==> src/csn_pkg.sv <==
// Shared widths, codes and item types of the cylinder surface normal block.
package csn_pkg;

	localparam int CW      = 32;          // coordinate width
	localparam int AW      = 18;          // axis component width
	localparam int HW      = 31;          // height width
	localparam int EW      = 16;          // epsilon width
	localparam int NW      = 18;          // normal component width
	localparam int DW      = CW + 1;      // offset from base center
	localparam int PRW     = DW + AW;     // one product of the projection
	localparam int PW      = PRW + 2;     // projection, Q32.32
	localparam int TW      = 38;          // rounded projection, Q16.16
	localparam int TAW     = TW + AW;     // projection times axis
	localparam int RW      = 41;          // radial component
	localparam int LDW     = $clog2(RW);  // leading one position
	localparam int MW      = 30;          // normalized magnitude
	localparam int SQW     = 2 * MW;      // one square
	localparam int SW      = SQW + 2;     // sum of squares
	localparam int LW      = SW / 2;      // length, root of the sum
	localparam int QW      = 17;          // quotient bits
	localparam int NUMW    = MW + 17;     // dividend width
	localparam int FIFO_DEPTH_DEF = 4;

	localparam int PAW = 3;
	localparam logic [PAW-1:0] ADDR_EPSILON = 3'd0;
	localparam logic [EW-1:0]  EPS_RESET    = 16'd66;

	typedef enum logic [1:0] {
		FACE_SIDE   = 2'd0,
		FACE_BOTTOM = 2'd1,
		FACE_TOP    = 2'd2,
		FACE_DEGEN  = 2'd3
	} face_t;

	// Classified item handed from the front part to the back part.
	typedef struct packed {
		logic [2:0][DW-1:0] d;
		logic [2:0][AW-1:0] a;
		logic [TW-1:0]      t;
		face_t              face;
	} job_t;

	localparam int JOB_W = $bits(job_t);

endpackage

==> src/csn_fifo.sv <==
// Short queue of classified items between the front and back parts.
module csn_fifo #(
	parameter int DEPTH = csn_pkg::FIFO_DEPTH_DEF
) (
	input  logic          clk,
	input  logic          arst_n,
	input  logic          push,
	input  logic          pop,
	input  csn_pkg::job_t din,
	output csn_pkg::job_t dout,
	output logic          full,
	output logic          empty
);
	import csn_pkg::*;

	localparam int PTRW = (DEPTH > 1) ? $clog2(DEPTH) : 1;
	localparam int CNTW = $clog2(DEPTH + 1);

	job_t            mem_q [DEPTH];
	logic [PTRW-1:0] wr_q, rd_q;
	logic [CNTW-1:0] cnt_q;

	always_ff @(posedge clk or negedge arst_n) begin
		if (!arst_n) begin
			wr_q  <= '0;
			rd_q  <= '0;
			cnt_q <= '0;
		end else begin
			if (push) begin
				wr_q <= (wr_q == PTRW'(DEPTH - 1)) ? '0 : wr_q + 1'b1;
			end
			if (pop) begin
				rd_q <= (rd_q == PTRW'(DEPTH - 1)) ? '0 : rd_q + 1'b1;
			end
			if (push && !pop) begin
				cnt_q <= cnt_q + 1'b1;
			end else if (pop && !push) begin
				cnt_q <= cnt_q - 1'b1;
			end
		end
	end

	always_ff @(posedge clk) begin
		if (push) begin
			mem_q[wr_q] <= din;
		end
	end

	assign dout  = mem_q[rd_q];
	assign full  = (cnt_q == CNTW'(DEPTH));
	assign empty = (cnt_q == '0);

endmodule

==> config.mk <==
export PLATFORM = sky130hd
export DESIGN_NAME = csn_fifo
export DESIGN_NICKNAME = d
export VERILOG_FILES = /design/src/csn_pkg.sv /design/src/csn_fifo.sv
export SDC_FILE = /design/constraint.sdc
export NUM_CORES = 1
export LEC_CHECK = 0
export ABC_CLOCK_PERIOD_IN_PS = 10500
export BUFFER_PORTS_ARGS = -buffer_cell sky130_fd_sc_hd__buf_4
export CORE_MARGIN = 4
export CORE_UTILIZATION = 61
export CTS_CLUSTER_SIZE = 8
export DETAILED_ROUTE_END_ITERATION = 8
export HOLD_SLACK_MARGIN = 0.08
export PLACE_DENSITY_LB_ADDON = 0.05
export SLEW_MARGIN = 20
export SYNTH_ARGS = -nofsm -noshare
export SYNTH_HDL_FRONTEND = slang
export SYNTH_SLANG_ARGS = --single-unit
==> constraint.sdc <==
create_clock -name clk -period 10.5 [get_ports clk]
set_clock_uncertainty 0.2 [all_clocks]
set_input_delay 0.525 -clock clk [delete_from_list [all_inputs] [get_ports clk]]
set_output_delay 0.525 -clock clk [all_outputs]
set_load 0.02 [all_outputs]
==> Yosys cells after proc, flatten, opt, wreduce, memory -nomap -nowiden <==
Memories as Yosys holds them, arrays and structs flattened.
Index checks and enable logic that the tools add are counted.
{ "word_totals": {"mem_bits_rw": 772, "latch_bits": 0, "in_bits": 197, "output_inout_bits": 195, "romBits": 0, "memories": 1, "reg_bits": 7, "wordCells": 23} }
{ "mem_list": {"columns": ["memory", "words", "word_bits", "rd", "rd_ports_with_merged_regs", "wr", "line", "text"], "rows": [
  ["mem_q", 4, 193, 1, 0, 1, "csn_fifo.sv:19", "job_t mem_q [DEPTH];"]
]} }
{ "classes": {"bitwise_logic": 0, "n_addsub": 4, "n_mul": 0, "reduce_logical": 6, "shift": 0, "div_mod_pow": 0, "mux": 6, "eq_ne": 3, "order_cmp": 0} }
{ "ops": {"columns": ["operator", "n"], "rows": [
  ["$mux 3", 2],
  ["$add 2x1->2 const B", 2],
  ["$eq 2x2->1 const B", 2],
  ["$mux 2", 2],
  ["$add 3x1->3 const B", 1],
  ["$eq 3x3->1 const B", 1],
  ["$logic_not 3->1", 1],
  ["$sub 3x1->3 const B", 1],
  ["$logic_and 1x1->1", 2],
  ["$logic_not 1->1", 2],
  ["$mux 1", 2],
  ["$reduce_bool 2->1", 1]
]} }

==> Longest topological paths before layout <==
Gate-level depths: netlist of run 1.
{ "depth": {"depth_word": 4, "depth_mapped": 7, "depth_no_buf": 7} }

==> Worst setup path before layout of run 1 <==
OpenSTA, ideal clock, no wires.
{ "synth_path": {"path_kind": "register to register", "startpoint": "register wr_q[0]", "endpoint": "memory mem_q[2][0] (netlist bit) (enable)", "stages_incl_launch_ff": 4, "t_arrival_ps": 5016, "slack_ps": 4708, "n_path_buf": 0, "t_required_ps": 9724, "synth_period_minus_slack_ps": 5792, "cell_sequence": "dfrtp_1 > inv_1 > ha_1 > and2_1"} }
{ "synth_lines": {"columns": ["item", "line", "text"], "rows": [
  ["from (decl)", "csn_fifo.sv:20", "logic [PTRW-1:0] wr_q, rd_q;"],
  ["from (signal assigned)", "csn_fifo.sv:30", "wr_q <= (wr_q == PTRW'(DEPTH - 1)) ? '0 : wr_q + 1'b1;"],
  ["to (decl)", "csn_fifo.sv:19", null]
]} }
Straight into the memory's write port.

==> results by group, run 1 <==
Power and ir drop
  – PwrDens: 286 nW/um^2
  – Worst VDD drop: 0.372 mV
  – Leakage power: 12.6 nW

Logic synthesis
  – Post-synthesis sequential area ratio: 82.6%
  – Library cells used by synthesis: 18
  – Synthesis Warnings: 0
  – Avg Inst Size Synth: 27.0 sq um
  – Syn Inst Count: 1046
  – Synthesized area: 28300 sq um
  – Synth Register Bits: 779
  – Mapped Nets: 1250

Place
  – GPL Wtd Cong: 0.737
  – IO buf count: 391
  – Dpl hpwl: 33.1 mm
  – Placed insts: 2002
  – Dpl ws: 6.40 ns

Setup path
  – Critical-path top delay cell: dfrtp_4
  – CP Depth: 4
  – Req. time, crit path: 9.78 ns
  – Nature of the critical path endpoint: output pin
  – CP Launch Type: flop
  – Buffers plus inverters on the worst setup path: 3
  – CP arrival: 3.86 ns
  – CP top delay family: buffers and inverters
  – RR Startpoint: wr_q[0]
  – Crit path max fanout: 51
  – Crit Path Category: flop to output pin
  – R2r setup slk: 7.65 ns
  – Worst path max stage delay: 1.06 ns
  – Top cell by count, worst path: buf_4
  – Crit Reg-Reg Endpoint: mem_q[2][108]
  – Cells along the critical path: buf_4 > buf_4 > mux4_2 > buf_4
  – Worst Reg-to-Reg Cells: 4

Drt
  – DRT iter0 DRCs: 1027
  – Routed wire length: 62.2 mm
  – First-pass DRT Iterations: 5
  – Post-DRT Antenna Nets: 0
  – Via count: 13700
  – Vias per cell: 5.89
  – DRC errors left: 0
  – Drt wl/cell: 26.7 um

Worst hold path
  – Hold path endpoint: cnt_q[2]
  – Worst Min Path Start: cnt_q[2]
  – Hold Path Class: flop to flop
  – Hold Path Cell Cnt: 1

Global route
  – Total gr overflow: 0
  – Vias in the first global route: 15100
  – Antenna violations before repair: 8
  – Total track usage: 25.3%
  – Largest net degree at the start of global routing: 160
  – Global-route wire length before repair: 94.2 mm

STA
  – Final setup vio count: 0
  – Period minus WS final: 4.59 ns
  – Fin. max-slew vios: 0
  – Max-Slew Margin vs Limit: 28.4%
  – Fmax: 218 MHz
  – RSZ-0062 raised after global routing: no
  – Setup TNS: 0 ns
  – Worst Tran Pin Value: 1.07 ns
  – Final period util: 43.7%
  – Final setup margin: 5.91 ns
  – Final hold violations: 0

Floorplan
  – Die Y: 223 um
  – Core area: 45600 sq um
  – Die ar.: 49800 sq um
  – Std-Cell Rows: 78
  – Top-level I/O count: 392
  – Die Wd: 223 um
  – Initial cell density of the core: 62.0%

Cells and area
  – Fraction of layout cells with a size suffix above 1: 41.5%
  – Multi-input logic area: 4580 sq um
  – FILL cells: 2134
  – Final non-filler cell total: 2328
  – Final core utilization: 80.2%
  – Register Area: 23400 sq um
  – Layout area overhead: 29.3%
  – # nets final: 1912

CTS
  – CTS root buf: clkbuf_16
  – H-tree Lvls: 3
  – # resized after CTS: 0
  – CTS max path bufs: 3
  – # clock sinks: 779
  – Clock-pin slew on the worst setup and hold paths: 0.05 ns
  – CTS tree: built
  – Worst-skew pair later-pin latency: 0.62 ns
  – Num CTS Buffers: 107

Job
  – Max-capacitance violation count: 0

Status
  – Outcome: complete, no violations
==> cell type report <==
cell class / count / share of cell area (%)
Sequential cell: 779 / 63.9
Timing Repair Buffer: 597 / 13.8
Multi-Input combinational cell: 219 / 12.5
Clock buffer: 120 / 7.57
Tap cell: 600 / 2.05
Clock inverter: 3 / 0.0685
Inverter: 4 / 0.0411
Antenna cell: 6 / 0.0411
==> logic make-up (layout without fill, tap and decap cells) <==
family,after synthesis,after routing,synth area share (%)
AO/OA/AOI/OAI,2,2,0.0354
XOR/XNOR,3,3,0.0930
adder cells (fa/ha/maj),7,7,0.336
buffers and inverters,48,724,1.21
flip-flops,779,779,82.6
multiplexers,196,196,15.5
other,0,6,0
AND/OR/NAND/NOR,11,11,0.199
==> Yosys cell counts <==
| master | instances | area share (%) |
|---|---|---|
| xnor2_1 | 1 | 0.031 |
| nor3_1 | 1 | 0.018 |
| o21ai_0 | 2 | 0.035 |
| nor2_1 | 3 | 0.040 |
| buf_6 | 18 | 0.72 |
| buf_2 | 22 | 0.39 |
| dfrtp_1 | 7 | 0.62 |
| edfxtp_1 | 772 | 82 |
| nand2_1 | 2 | 0.027 |
| fa_1 | 1 | 0.071 |
| mux4_2 | 193 | 15 |
| inv_1 | 4 | 0.053 |
| ha_1 | 6 | 0.27 |
| clkbuf_1 | 4 | 0.053 |
| and2_1 | 4 | 0.089 |
| mux2_2 | 3 | 0.12 |
| nor3b_1 | 1 | 0.027 |
| xor2_1 | 2 | 0.062 |
==> per-layer routing <==
metal	vias to the layer above	share of wire [%]	track usage [%]
met3	140	8.2	7.57
met5	-	0.034	0
met4	4	3.3	8.93
met1	7136	38	33.5
li1	5841	-	-
met2	590	51	41.1
==> stage by stage <==
stage / total power (W) / area, sq um / hold WS [ns]
3_3_place_gp: 0.00745 / 31800 / 0.146
3_5_place_dp: 0.00749 / 31800 / 0.149
4_1_cts: 0.0105 / 36500 / 0.287
2_1_floorplan: 0.00632 / 28300 / 0.0294
6_report: 0.0104 / 36600 / 0.287
5_1_grt: 0.0109 / 36600 / 0.308
==> flip-flops by register name (all words and copies together), names as in the netlist <==
name and cells:
cnt_q 3, mem_q 772, wr_q 2, rd_q 2
==> cells in the final DEF (no fill, tap or decap) <==
master / count
inv_1: 4
buf_4: 395
clkinvlp_4: 1
mux2_2: 3
xnor2_1: 1
fa_1: 1
edfxtp_1: 772
inv_6: 2
and2_4: 4
clkbuf_16: 109
diode_2: 6
xor2_1: 2
dfrtp_4: 2
dfrtp_1: 5
buf_12: 5
nor3b_1: 1
clkbuf_1: 11
dlygate4sd3_1: 197
nor3_1: 1
nand2_1: 2
o21ai_0: 2
mux4_2: 193
nor2_1: 3
ha_1: 6
==> what timing repair did <==
item                      4_1_cts  5_1_grt
hold endpoints to repair      783        0
buffers inserted                0        0
hold buffers                  197        0
==> how the worst max path moves through the flow <==
stage | from | to | slack (ns)
5_1_grt | rd_q[0] | dout[111] | 5.48
3_3_place_gp | rd_q[0] | dout[68] | 6.38
3_5_place_dp | rd_q[0] | dout[68] | 6.40
4_1_cts | rd_q[0] | dout[111] | 5.72
2_1_floorplan | wr_q[0] | mem_q[2][0] | 4.71
6_report | rd_q[0] | dout[111] | 5.91
==> report_power, final <==
part           internal [W]  switching, W  total, W  leakage, nW
logic               0.00147       0.00182   0.00329         4.10
clock network       0.00181       0.00114   0.00295         1.37
registers           0.00400      0.000204   0.00420         7.17
Power figures use the tool's default switching activity.
==> run 2, diff against run 1 <==
--- a/config.mk
+++ b/config.mk
@@ -5,10 +5,10 @@
 export SDC_FILE = /design/constraint.sdc
 export NUM_CORES = 1
 export LEC_CHECK = 0
-export ABC_CLOCK_PERIOD_IN_PS = 10500
+export ABC_CLOCK_PERIOD_IN_PS = 4800
 export BUFFER_PORTS_ARGS = -buffer_cell sky130_fd_sc_hd__buf_4
 export CORE_MARGIN = 4
-export CORE_UTILIZATION = 61
+export CORE_UTILIZATION = 57
 export CTS_CLUSTER_SIZE = 8
 export DETAILED_ROUTE_END_ITERATION = 8
 export HOLD_SLACK_MARGIN = 0.08
==> constraint.sdc (replaced) <==
create_clock -name clk -period 4.8 [get_ports clk]
set_clock_uncertainty 0.2 [all_clocks]
set_input_delay 0.24 -clock clk [delete_from_list [all_inputs] [get_ports clk]]
set_output_delay 0.24 -clock clk [all_outputs]
set_load 0.02 [all_outputs]
==> run 2 against run 1 <==
Against the previous run: routed wire length decreased by 4.0%; critical endpoint is now dout[145]; global-route usage down 2.4 points; clock power grew 120%; cell count rose by 3.5%.
==> results by group, run 2 (same netlist as run 1, synthesis figures left out) <==
Global route
  – Largest net degree at the start of global routing: 93 (-42%)
  – Global-route wire length before repair: 91.3 mm (-3.0%)
  – Antenna violations before repair: 10 (+2)
  – Vias in the first global route: 14600 (-2.8%)
  – Total gr overflow: 0 (unchanged)
  – Total track usage: 22.9% (-2.4 points)

Drt
  – First-pass DRT Iterations: 6 (+1)
  – Drt wl/cell: 24.8 um (-7.2%)
  – Via count: 13600 (-1.2%)
  – Routed wire length: 59.7 mm (-4.0%)
  – DRT iter0 DRCs: 933 (-9.2%)
  – Post-DRT Antenna Nets: 0 (unchanged)
  – DRC errors left: 0 (unchanged)
  – Vias per cell: 5.63 (-4.5%)

Setup path
  – RR Startpoint: wr_q[0]
  – CP arrival: 2.86 ns (-1.00 ns)
  – R2r setup slk: 2.34 ns (-5.31 ns)
  – Crit path max fanout: 51 (unchanged)
  – Req. time, crit path: 4.36 ns (-5.42 ns)
  – Crit Reg-Reg Endpoint: mem_q[2][54]
  – CP Launch Type: flop
  – Nature of the critical path endpoint: output pin
  – Worst Reg-to-Reg Cells: 4 (unchanged)
  – Crit Path Category: flop to output pin
  – Crit. Startpoint: rd_q[1]

Cells and area
  – Multi-input logic area: 4580 sq um (unchanged)
  – Fraction of layout cells with a size suffix above 1: 42.0% (+0.56 points)
  – Commonest non-fill, non-tap cells in the layout: edfxtp_1 (772), buf_4 (402), dlygate4sd3_1 (197), mux4_2 (193), clkbuf_16 (109)
  – Post-route design area: 36900 sq um (+0.81%)
  – Largest registers: mem_q (772), cnt_q (3)
  – Final core utilization: 75.3% (-4.9 points)
  – Register Area: 23400 sq um (unchanged)
  – # nets final: 1925 (+0.68%)
  – Layout area overhead: 30.4%
  – Most common cell after layout, fill and taps aside: edfxtp_1
  – Largest register FFs: 772 (unchanged)
  – FILL cells: 2685 (+26%)
  – Largest Register: mem_q

Place
  – Dpl hpwl: 35.5 mm (+7.1%)
  – Dpl ws: 2.14 ns (-4.26 ns)
  – Dpl cell area: 32000 sq um (+0.80%)
  – GPL Wtd Cong: 0.738 (+0.11%)
  – IO buf count: 391 (unchanged)

CTS
  – # clock sinks: 779 (unchanged)
  – CTS tree: built
  – # resized after CTS: 0 (unchanged)
  – Hold Buf Count CTS: 197 (unchanged)
  – Num CTS Buffers: 107 (unchanged)
  – H-tree Lvls: 3 (unchanged)
  – CTS root buf: clkbuf_16
  – Clock-pin slew on the worst setup and hold paths: 0.05 ns (about the same)
  – CTS max path bufs: 3 (unchanged)
  – Post-CTS setup buffers: 0 (unchanged)
  – Worst-skew pair later-pin latency: 0.62 ns (about the same)

Worst hold path
  – Hold Path Class: primary input to flop
  – Worst Min Path Start: din[155]
  – Hold path endpoint: mem_q[2][155]
  – Hold Path Cell Cnt: 2 (+1)

Power and ir drop
  – Sequential Power Share: 39.8% (-0.4 points)
  – Combinational Power Share: 31.9% (+0.4 points)
  – Sw Share: 30.1% (-0.23 points)
  – Leakage power: 12.7 nW (+0.84%)
  – PwrDens: 620 nW/um^2 (+120%)
  – P_sw: 0.00687 W (+120%)
  – Clock power share: 28.3% (about the same)
  – Internal power: 0.0160 W (+120%)
  – Worst VDD drop: 0.503 mV (+35%)

Floorplan
  – Core area: 49000 sq um (+7.4%)
  – Die Wd: 231 um (+3.3%)
  – Top-level I/O count: 392 (unchanged)
  – Std-Cell Rows: 81 (+3.8%)
  – Initial cell density of the core: 57.7% (-4.3 points)
  – Die Y: 231 um (+3.3%)
  – Die ar.: 53200 sq um (+6.8%)

STA
  – Setup TNS: 0 ns (unchanged)
  – Final hold violations: 0 (unchanged)
  – RSZ-0062 raised after global routing: no
  – Final setup margin: 1.50 ns (-4.41 ns)
  – Period minus WS final: 3.30 ns
  – Worst Tran Pin Value: 0.885 ns (-0.189 ns)
  – Final setup vio count: 0 (unchanged)
  – Max-Slew Margin vs Limit: 41.0% (+13 points)
  – Fmax: 303 MHz
  – Fin. max-slew vios: 0 (unchanged)
  – Worst Hold Slack: 0.146 ns (-0.141 ns)
  – Final period util: 68.7%

Status
  – Outcome: complete, no violations

Job
  – Max-capacitance violation count: 0 (unchanged)
run 2: cell count changes in the layout (fill, tap and decap cells not counted), sizes merged:
cell    previous run  this run
clkinv             0         2
buf              400       413
clkbuf           120       119
diode              6         8
inv                6         7
run 2: power by group through the flow:
| stage | combinational, W | clock [W] | sequential (W) |
|---|---|---|---|
| floorplan | 0.00461 | 0 | 0.00909 |
| global placement | 0.00729 | 0 | 0.00916 |
| detailed placement | 0.00730 | 0 | 0.00922 |
| CTS | 0.00746 | 0.00660 | 0.00911 |
| global route | 0.00773 | 0.00694 | 0.00918 |
| finish | 0.00730 | 0.00646 | 0.00910 |
run 2: worst max path at each step:
| stage | end | slack, ns | cells after the start |
|---|---|---|---|
| 6_report | dout[145] | 1.50 | 3 |
| 5_1_grt | dout[145] | 1.39 | 3 |
| 4_1_cts | dout[160] | 1.44 | 3 |
| 3_5_place_dp | dout[144] | 2.14 | 3 |
| 3_3_place_gp | dout[185] | 2.17 | 3 |
| 2_1_floorplan | mem_q[0][0] | 1.17 | 3 |
run 2: worst max-delay path, cell delays in order (launching register included):
cell     delay [ns]
dfrtp_4        0.99
buf_4          0.59
mux4_2         0.42
buf_4          0.18
run 2: area by class of cell:
| type | count | area share [%] |
|---|---|---|
| tap | 664 | 2.25 |
| timing repair buffer | 610 | 14.1 |
| clock buffer | 119 | 7.50 |
| sequential | 779 | 63.4 |
| multi-input combinational | 219 | 12.4 |
| clock inverter | 6 | 0.180 |
| inverter | 4 | 0.0407 |
| antenna | 8 | 0.0543 |
run 2: routing by layer:
metal,global-route usage [%],routed length (um)
met1,31.3,23900
met2,36.8,30000
met3,7.22,4660
met4,6.03,1090
met5,0,43
run 2: stage by stage:
step                      cells  power [W]
after CTS                  2401     0.0232
after detailed placement   2079     0.0165
final                      2409     0.0229
after global routing       2407     0.0238
after floorplan            1046     0.0137
after global placement     2079     0.0164
